`src/sv/msf_pkg.sv`:
```
`timescale 1ns / 1ps
// shared types and constants for the midi sysex store-and-forward block
package msf_pkg;

    localparam logic [7:0]  BYTE_START    = 8'hF0;
    localparam logic [7:0]  BYTE_END      = 8'hF7;
    localparam logic [15:0] TIMEOUT_RESET = 16'd2000;
    localparam int          ELAPSED_W     = 17;
    localparam logic [ELAPSED_W-1:0] ELAPSED_MAX = '1;

    localparam logic OP_DATA = 1'b0;
    localparam logic OP_TICK = 1'b1;

    localparam int         PADDR_W     = 3;
    localparam logic       REG_TIMEOUT = 1'b0;

    typedef enum logic [1:0] {
        ST_IDLE,
        ST_READ,
        ST_SEND
    } msf_state_t;

    typedef struct packed {
        logic wr_en;
        logic rd_en;
        logic load_pass;
        logic load_msg;
        logic msg_last;
    } msf_cmd_t;

    typedef struct packed {
        logic out_free;
    } msf_status_t;

endpackage

```
`src/sv/msf_datapath.sv`:
```
`timescale 1ns / 1ps
// message store memory and result output register
module msf_datapath #(
    parameter int STORE_DEPTH = 64,
    parameter int ADDR_W      = 6
) (
    input  logic                aclk,
    input  logic                aresetn,
    input  msf_pkg::msf_cmd_t   cmd,
    output msf_pkg::msf_status_t status,
    input  logic [ADDR_W-1:0]   wr_addr,
    input  logic [ADDR_W-1:0]   rd_addr,
    input  logic [7:0]          s_data_byte,
    output logic                m_valid,
    input  logic                m_ready,
    output logic [7:0]          m_out_byte,
    output logic                m_from_message,
    output logic                m_last
);
    import msf_pkg::*;

    logic [7:0] store_mem [STORE_DEPTH];
    logic [7:0] rd_data_reg;
    logic       m_valid_reg;
    logic       m_valid_next;
    logic [7:0] out_byte_reg;
    logic       from_message_reg;
    logic       last_reg;

    always_ff @(posedge aclk) begin
        if (cmd.wr_en) begin
            store_mem[wr_addr] <= s_data_byte;
        end
        if (cmd.rd_en) begin
            rd_data_reg <= store_mem[rd_addr];
        end
    end

    always_comb begin
        m_valid_next = m_valid_reg;
        if (m_valid_reg && m_ready) begin
            m_valid_next = 1'b0;
        end
        if (cmd.load_pass || cmd.load_msg) begin
            m_valid_next = 1'b1;
        end
    end

    always_ff @(posedge aclk) begin
        if (!aresetn) begin
            m_valid_reg <= 1'b0;
        end else begin
            m_valid_reg <= m_valid_next;
        end
    end

    always_ff @(posedge aclk) begin
        if (cmd.load_pass) begin
            out_byte_reg     <= s_data_byte;
            from_message_reg <= 1'b0;
            last_reg         <= 1'b1;
        end else if (cmd.load_msg) begin
            out_byte_reg     <= rd_data_reg;
            from_message_reg <= 1'b1;
            last_reg         <= cmd.msg_last;
        end
    end

    assign status.out_free = !m_valid_reg || m_ready;
    assign m_valid         = m_valid_reg;
    assign m_out_byte      = out_byte_reg;
    assign m_from_message  = from_message_reg;
    assign m_last          = last_reg;

endmodule

```
`src/sv/msf_ctrl.sv`:
```
`timescale 1ns / 1ps
// controller: message state, fill count, tick timeout and release sequencing
module msf_ctrl #(
    parameter int STORE_DEPTH = 64,
    parameter int ADDR_W      = 6,
    parameter int CNT_W       = 7
) (
    input  logic                 aclk,
    input  logic                 aresetn,
    input  logic                 s_valid,
    output logic                 s_ready,
    input  logic                 s_op,
    input  logic [7:0]           s_data_byte,
    input  logic [15:0]          timeout_ticks,
    input  msf_pkg::msf_status_t status,
    output msf_pkg::msf_cmd_t    cmd,
    output logic [ADDR_W-1:0]    wr_addr,
    output logic [ADDR_W-1:0]    rd_addr
);
    import msf_pkg::*;

    localparam logic [CNT_W-1:0] DEPTH_CNT = CNT_W'(STORE_DEPTH);

    msf_state_t             state_reg;
    msf_state_t             state_next;
    logic                   in_msg_reg;
    logic                   in_msg_next;
    logic [CNT_W-1:0]       fill_reg;
    logic [CNT_W-1:0]       fill_next;
    logic [ELAPSED_W-1:0]   elapsed_reg;
    logic [ELAPSED_W-1:0]   elapsed_next;
    logic [ELAPSED_W-1:0]   elapsed_inc;
    logic [ADDR_W-1:0]      rd_idx_reg;
    logic [ADDR_W-1:0]      rd_idx_next;
    logic                   accept;
    logic                   is_start;
    logic                   is_end;
    logic                   msg_active;
    logic [CNT_W-1:0]       fill_eff;
    logic                   store_ok;
    logic                   release_last;

    assign s_ready      = (state_reg == ST_IDLE) && status.out_free;
    assign accept       = s_valid && s_ready;
    assign is_start     = (s_data_byte == BYTE_START);
    assign is_end       = (s_data_byte == BYTE_END);
    assign msg_active   = is_start || in_msg_reg;
    assign fill_eff     = is_start ? '0 : fill_reg;
    assign store_ok     = accept && (s_op == OP_DATA) && msg_active && (fill_eff != DEPTH_CNT);
    assign elapsed_inc  = (elapsed_reg != ELAPSED_MAX) ? elapsed_reg + 1'b1 : elapsed_reg;
    assign release_last = (CNT_W'(rd_idx_reg) + 1'b1) == fill_reg;
    assign wr_addr      = fill_eff[ADDR_W-1:0];
    assign rd_addr      = rd_idx_reg;

    // next state
    always_comb begin
        state_next = state_reg;
        unique case (state_reg)
            ST_IDLE: begin
                if (store_ok && is_end) begin
                    state_next = ST_READ;
                end
            end
            ST_READ: begin
                state_next = ST_SEND;
            end
            ST_SEND: begin
                if (status.out_free) begin
                    state_next = release_last ? ST_IDLE : ST_READ;
                end
            end
            default: begin
                state_next = ST_IDLE;
            end
        endcase
    end

    // commands to the datapath
    always_comb begin
        cmd = '0;
        unique case (state_reg)
            ST_IDLE: begin
                cmd.wr_en     = store_ok;
                cmd.load_pass = accept && (s_op == OP_DATA) && !msg_active;
            end
            ST_READ: begin
                cmd.rd_en = 1'b1;
            end
            ST_SEND: begin
                cmd.load_msg = status.out_free;
                cmd.msg_last = release_last;
            end
            default: begin
                cmd = '0;
            end
        endcase
    end

    // message bookkeeping
    always_comb begin
        in_msg_next  = in_msg_reg;
        fill_next    = fill_reg;
        elapsed_next = elapsed_reg;
        rd_idx_next  = rd_idx_reg;
        unique case (state_reg)
            ST_IDLE: begin
                if (accept && (s_op == OP_TICK)) begin
                    if (in_msg_reg) begin
                        elapsed_next = elapsed_inc;
                        if (elapsed_inc > {1'b0, timeout_ticks}) begin
                            in_msg_next = 1'b0;
                            fill_next   = '0;
                        end
                    end
                end else if (accept && msg_active) begin
                    if (is_start) begin
                        elapsed_next = '0;
                    end
                    if (fill_eff == DEPTH_CNT) begin
                        in_msg_next = 1'b0;
                        fill_next   = '0;
                    end else begin
                        in_msg_next = 1'b1;
                        fill_next   = fill_eff + 1'b1;
                        rd_idx_next = '0;
                    end
                end
            end
            ST_READ: begin
            end
            ST_SEND: begin
                if (status.out_free) begin
                    if (release_last) begin
                        in_msg_next = 1'b0;
                        fill_next   = '0;
                    end else begin
                        rd_idx_next = rd_idx_reg + 1'b1;
                    end
                end
            end
            default: begin
            end
        endcase
    end

    always_ff @(posedge aclk) begin
        if (!aresetn) begin
            state_reg   <= ST_IDLE;
            in_msg_reg  <= 1'b0;
            fill_reg    <= '0;
            elapsed_reg <= '0;
            rd_idx_reg  <= '0;
        end else begin
            state_reg   <= state_next;
            in_msg_reg  <= in_msg_next;
            fill_reg    <= fill_next;
            elapsed_reg <= elapsed_next;
            rd_idx_reg  <= rd_idx_next;
        end
    end

endmodule

```
`src/sv/midi_sysex_store_forward.sv`:
```
`timescale 1ns / 1ps
// MIDI SysEx store-and-forward buffer, top level. Each input transaction is a MIDI byte or a
// millisecond tick. Ticks, bytes outside a message and bytes stored into a message are taken
// in one cycle each, back to back, while the output register is free or being emptied. When
// 0xF7 closes a message the stored bytes are released one by one, each as a registered
// read of the message store, then a load of the output register once it is free, and the
// input stays stalled until the last stored byte has been loaded. The timeout
// register sits at byte address 0 of the APB port and resets to 2000 ticks.
module midi_sysex_store_forward #(
    parameter int STORE_DEPTH = 64
) (
    input  logic                         aclk,
    input  logic                         aresetn,
    input  logic                         s_valid,
    output logic                         s_ready,
    input  logic                         s_op,
    input  logic [7:0]                   s_data_byte,
    output logic                         m_valid,
    input  logic                         m_ready,
    output logic [7:0]                   m_out_byte,
    output logic                         m_from_message,
    output logic                         m_last,
    input  logic                         psel,
    input  logic                         penable,
    input  logic                         pwrite,
    input  logic [msf_pkg::PADDR_W-1:0]  paddr,
    input  logic [31:0]                  pwdata,
    output logic [31:0]                  prdata,
    output logic                         pready
);
    import msf_pkg::*;

    localparam int ADDR_W = (STORE_DEPTH > 1) ? $clog2(STORE_DEPTH) : 1;
    localparam int CNT_W  = $clog2(STORE_DEPTH + 1);

    logic [15:0]       timeout_reg;
    logic              reg_sel;
    msf_cmd_t          cmd;
    msf_status_t       status;
    logic [ADDR_W-1:0] wr_addr;
    logic [ADDR_W-1:0] rd_addr;

    assign pready  = 1'b1;
    assign reg_sel = (paddr[PADDR_W-1] == REG_TIMEOUT);
    assign prdata  = reg_sel ? {16'd0, timeout_reg} : 32'd0;

    always_ff @(posedge aclk) begin
        if (!aresetn) begin
            timeout_reg <= TIMEOUT_RESET;
        end else if (psel && penable && pwrite && pready && reg_sel) begin
            timeout_reg <= pwdata[15:0];
        end
    end

    msf_ctrl #(
        .STORE_DEPTH (STORE_DEPTH),
        .ADDR_W      (ADDR_W),
        .CNT_W       (CNT_W)
    ) u_ctrl (
        .aclk          (aclk),
        .aresetn       (aresetn),
        .s_valid       (s_valid),
        .s_ready       (s_ready),
        .s_op          (s_op),
        .s_data_byte   (s_data_byte),
        .timeout_ticks (timeout_reg),
        .status        (status),
        .cmd           (cmd),
        .wr_addr       (wr_addr),
        .rd_addr       (rd_addr)
    );

    msf_datapath #(
        .STORE_DEPTH (STORE_DEPTH),
        .ADDR_W      (ADDR_W)
    ) u_datapath (
        .aclk           (aclk),
        .aresetn        (aresetn),
        .cmd            (cmd),
        .status         (status),
        .wr_addr        (wr_addr),
        .rd_addr        (rd_addr),
        .s_data_byte    (s_data_byte),
        .m_valid        (m_valid),
        .m_ready        (m_ready),
        .m_out_byte     (m_out_byte),
        .m_from_message (m_from_message),
        .m_last         (m_last)
    );

endmodule
```
`config.mk`:
```
export PLATFORM = sky130hd
export DESIGN_NAME = midi_sysex_store_forward
export DESIGN_NICKNAME = d
export VERILOG_FILES = /design/src/sv/msf_pkg.sv /design/src/sv/msf_datapath.sv /design/src/sv/msf_ctrl.sv /design/src/sv/midi_sysex_store_forward.sv
export SDC_FILE = /design/constraint.sdc
export NUM_CORES = 1
export LEC_CHECK = 0
export BUFFER_PORTS_ARGS = -buffer_cell sky130_fd_sc_hd__buf_2
export CORE_ASPECT_RATIO = 1.75
export CORE_MARGIN = 4
export CORE_UTILIZATION = 25
export DETAILED_ROUTE_END_ITERATION = 8
export PLACE_DENSITY = 0.38
export SETUP_SLACK_MARGIN = 0.1
export SLEW_MARGIN = 20
export SYNTH_ARGS = -nofsm -noshare
export SYNTH_HDL_FRONTEND = slang
export SYNTH_SLANG_ARGS = --single-unit
```
`constraint.sdc`:
```
create_clock -name aclk -period 8.8 [get_ports aclk]
set_input_delay 0 -clock aclk [delete_from_list [all_inputs] [get_ports aclk]]
set_output_delay 0 -clock aclk [all_outputs]
set_load 0.01 [all_outputs]
```
==> Yosys cells after proc, flatten, opt, wreduce, memory -nomap -nowiden <==
Memories as Yosys holds them, arrays and structs flattened. A register that Yosys moved wholly into a read port is not among the register bits.
Cells that the tools add are included.
{ "op_classes": {"add_sub_neg": 4, "n_lt_le_gt_ge": 1, "n_eq_ne": 19, "mux": 43, "bitwise_logic": 2, "reduce_logical": 29} }
{ "op_table": {"columns": ["op", "n"], "rows": [
  ["2-to-1 mux 17 bit", 5],
  ["2-to-1 mux 7 bit", 8],
  ["2-to-1 mux 6 bit", 5],
  ["adder 17 x 1 -> 17 bit (second input constant)", 1],
  ["> comparator 17 x 16 -> 1 bit", 1],
  ["!= test 17 bit (second input constant)", 1],
  ["equality test 8 bit (second input constant)", 2],
  ["2-to-1 mux 16 bit", 1],
  ["2-to-1 mux 8 bit", 2],
  ["2-to-1 mux 1 bit", 15],
  ["case mux 7 bit (2 select lines)", 1],
  ["logical AND 1 bit", 13],
  ["case mux 6 bit (2 select lines)", 1],
  ["AND reduction 6 bit", 2],
  ["!= test 2 bit (second input constant)", 5],
  ["nonzero test 2 bit", 5],
  ["AND reduction 4 bit", 2],
  ["adder 6 x 1 -> 7 bit (second input constant)", 1],
  ["adder 7 x 1 -> 7 bit (second input constant)", 1],
  ["equality test 7 bit", 1],
  ["equality test 7 bit (second input constant)", 1],
  ["!= test 7 bit (second input constant)", 1],
  ["adder 6 x 1 -> 6 bit (second input constant)", 1],
  ["2-to-1 mux 2 bit", 3],
  ["other kinds (12)", 19]
]} }
{ "totals": {"reg_bits": 60, "ramBits": 512, "output_inout_bits": 45, "elab_cells": 109, "n_memories": 1} }
{ "mem_list": {"columns": ["name", "depth", "width", "read_ports", "rd_ports_with_merged_regs", "wr", "line", "source"], "rows": [
  ["u_datapath.store_mem", 64, 8, 1, 1, 1, "msf_datapath.sv:22", "logic [7:0] store_mem [STORE_DEPTH];"]
]} }

==> Logic depth before layout (Yosys ltp) <==
{ "depth": {"ltp_word": 10, "ltp_mapped": 16, "mapped_depth_nobuf": 15} }

==> Cells and area by module <==
From an unflattened synthesis, not the netlist that was laid out.
{ "hier_totals": {"cells_unflattened": 1462, "area_unflattened_um2": 24591.1} }
{ "by_module_without_submodules": {"columns": ["module", "n_inst", "cells_each", "area_each_um2", "seq_area_each_um2"], "rows": [
  ["msf_datapath", 1, 977, 20817.5, 15915.3],
  ["msf_ctrl", 1, 379, 2836.5, 660.6],
  ["midi_sysex_store_forward", 1, 106, 937.1, 320.3]
]} }

==> Worst setup path before layout <==
Ideal clock, no wire load.
{ "synth_timing": {"path_type": "register to register", "start": "register u_ctrl.elapsed_reg[6]", "end": "register u_ctrl.fill_reg[3]", "arrival_time_ps": 3893, "slack_ps": 4789, "path_stages_with_launch": 17, "n_path_buf": 2, "path_cell_list": "dfxtp_1 clkbuf_1 and4_1 and3_1 clkbuf_1 nand3_1 nor3b_2 nand3_1 xnor2_1 ha_1 nand4_1 inv_1 a2111oi_0 o221ai_1 a311oi_1 nor2_1 a32o_1"} }
{ "synth_between": {"elab_chain_cells": 5, "elab_cells_between_ends": 6} }
{ "synth_lines": {"columns": ["element", "line", "source"], "rows": [
  ["start, declared", "msf_ctrl.sv:30", "logic [ELAPSED_W-1:0] elapsed_reg;"],
  ["start signal, assigned", "msf_ctrl.sv:157", "elapsed_reg <= elapsed_next;"],
  ["adder 17 x 1 -> 17 bit / != test 17 bit (equally long branches)", "msf_ctrl.sv:50", "assign elapsed_inc = (elapsed_reg != ELAPSED_MAX) ? elapsed_reg + 1'b1 : elapsed_reg;"],
  ["2-to-1 mux 17 bit (*)", "msf_ctrl.sv:50", null],
  ["> comparator 17 x 16 -> 1 bit (*)", "msf_ctrl.sv:110", "if (elapsed_inc > {1'b0, timeout_ticks}) begin"],
  ["!= test 3 bit (no line) (*)", null, null],
  ["AND reduction 6 bit (no line) (*)", null, null],
  ["end signal, assigned", "msf_ctrl.sv:156", "fill_reg <= fill_next;"],
  ["end, declared", "msf_ctrl.sv:28", "logic [CNT_W-1:0] fill_reg;"]
]} }
Mark *: on every way between the ends. The rest lies on a longest branch, timed or not.
A chain may end at the register's enable or synchronous reset.

==> Final worst setup path <==
{ "layout_timing": {"start": "register u_ctrl.elapsed_reg[6]", "end": "register u_ctrl.fill_reg[4]"} }
The elaborated chain is that of the path after synthesis.

==> impl_metrics.ini <==
[drt]
viasPerCell = 4.592
drt-pass1-iter-count = 5
ant_nets = 0
wl_per_cell_um = 24.74
vias = 12110
drt_wl_total_um = 65230
drcViolationCount = 0
dr.first_iter.drc_count = 595

[critical_path]
startpoint = u_ctrl.elapsed_reg[6]
path_max_fanout = 10
critPathCaptureType = register
worstPathArrival_ps = 5940
r2r-start = u_ctrl.elapsed_reg[6]
critPathRequiredTime_ps = 9320
critPathLaunchType = register
critPathKind = register to register

[clock_tree]
clk_path_buf_depth = 3
htree_levels = 2
cts_tree = yes
cts_buffers = 54
postCtsResizedCells = 0
path_clk_slew_ps = 60
clk_latency_ps = 590
cts_root_buf = clkbuf_16
clock-sinks = 580

[run_status]
status = complete, no violations

[grt]
grt_max_degree = 68
grt_usage_pct = 12.88
grt_pass1_vias = 12690
antenna_found_initial = 3
grt_pass1_wl_um = 93020
grt_overflow_total = 0

[sta]
relSlewSlack_pct = 27.61
min_period_ps = 5423
fin_skew_ps = 19.62
fin_crit_sh_pct = 61.62
slew_violations = 0
rsz0062_at_grt = false
setup-tns-final_ps = 0
fmax_ghz = 0.1844
hold_viol = 0
worstMarginPinSlew_ps = 1083
setup_violations = 0

[logic_synthesis]
avgSynthCellArea_um2 = 18.47
ys_ff_latch = 580
yosysUniqueCellTypes = 55
synth_top_area_share_pct = 67.05
synth.area.top_cells = edfxtp_1 (67%), mux4_2 (16%), dfxtp_1 (4.4%)
synthArstFlopShare_pct = 0
synth-edff-count = 528
yosysMostFrequentCell = edfxtp_1
synth_common_cells = edfxtp_1 (528), mux4_2 (168), nor2_1 (112), nand2_1 (61), dfxtp_1 (52)
synth.cell_area_um2 = 23650
ys_warn_count = 0
ys.flop_type = edfxtp_1
syn-instance-count = 1280
yosys.area.top_type = edfxtp_1
seq_area_frac_synth_pct = 71.45

[cells_and_area]
fin_nets = 1458
drive_gt1_share_pct = 24.65
largest_reg_flops = 512
design_area_um2 = 27340
syn_to_final_growth_pct = 15.61
fin_util_pct = 29.04
final_cell_count_no_fill = 2637

[floorplan]
io_pins = 96
dieWidth_um = 240.5
coreArea_um2 = 94150
die_area_um2 = 99770
start_util_pct = 25.12
die_h_um = 414.9
rows = 149

[hold_path]
hold_start = s_data_byte[6]
min_path_type = primary input to register

[placement]
placedCellCount = 2506
portBuffers = 60
dp_hpwl_um = 42710
gp_congestion = 0.7292
place_area_um2 = 25310

[power]
power_density_nw_per_um2 = 198.0
power_leakage_nw = 8.236
irDropWorstVdd_mv = 0.1355
finalPower_mw = 5.412

[run]
maxCapViolCount = 0
-- worst max-delay path, cell delays in order (launching register included) --
cell	delay [ps]
dfxtp_1	390
and4_1	260
and3_1	300
nand3_1	310
nor3b_2	750
nand3_1	190
xnor2_1	260
ha_1	290
nand4_1	160
inv_1	50
a2111oi_0	390
o221ai_1	260
a311oi_1	890
a211oi_1	100
o22ai_1	190
dlygate4sd3_1	560
-- worst paths after layout --
path / slack (ps) / cells after the start / end
max: 3380 / 15 / u_ctrl.fill_reg[4]
max reg2reg: 3380 / 15 / u_ctrl.fill_reg[4]
min: 100 / 2 / u_datapath.store_mem[46][6]
min reg2reg: 450 / 2 / timeout_reg[14]
-- layer usage --
metal	routed length [um]	track usage, %	vias to the layer above
met2	35910	24.33	272
met4	2910	5.442	2
met1	23800	14.12	6392
li1	-	-	5343
met5	16	0	-
met3	2595	1.947	99
-- cell usage in the layout (no fill, tap or decap), types with 23 or more instances in the layout --
master         Yosys  routed
edfxtp_1         528     528
mux4_2           168     168
nor2_1           112     112
nand2_1           61      61
buf_2             15      60
clkbuf_16          0      55
dfxtp_1           52      48
a21oi_1           36      36
dlygate4sd3_1      0      32
inv_1             23      23
o21ai_0           23      23
-- cells by family (layout without fill, tap and decap cells) --
kind of cell | count (synthesis) | after routing | share of synthesized area (%)
flip-flops | 580 | 580 | 71.45
AO/OA/AOI/OAI | 109 | 109 | 2.979
other | 2 | 18 | 0.03176
AND/OR/NAND/NOR | 269 | 269 | 5.307
buffers and inverters | 102 | 235 | 1.968
XOR/XNOR | 21 | 21 | 0.7778
adder cells (fa/ha/maj) | 20 | 20 | 1.058
multiplexers | 177 | 177 | 16.43
-- metrics by stage --
step | hold slack (ps) | setup WS [ps]
2_1_floorplan | 98.87 | 4789
3_3_place_gp | 235.7 | 3744
3_5_place_dp | 237.2 | 3605
4_1_cts | 86.25 | 3342
5_1_grt | 117.0 | 2896
6_report | 104.6 | 3377
-- layout make-up --
cell class / count / area, um2
antenna: 1 / 2.502
clock buffer: 74 / 1478
clock inverter: 23 / 198.9
fill: 9203 / 66810
inverter: 23 / 86.33
multi-input combinational: 613 / 6342
sequential: 580 / 16910
tap: 1208 / 1511
timing repair buffer: 115 / 813.3
-- repair_timing --
action,CTS,global route
buffers inserted,0,0
endpoints found under the hold margin,85,0
hold buffers,32,0
-- power breakdown --
part	total, mW	leakage (nW)	internal, mW	switching [mW]
logic	0.114	2.25	0.0291	0.0844
clock network	2.29	0.814	1.26	1.03
registers	3.01	5.17	3.00	0.00221
total	5.41	8.24	4.29	1.12
No activity file was read; power rests on OpenSTA's default activity.
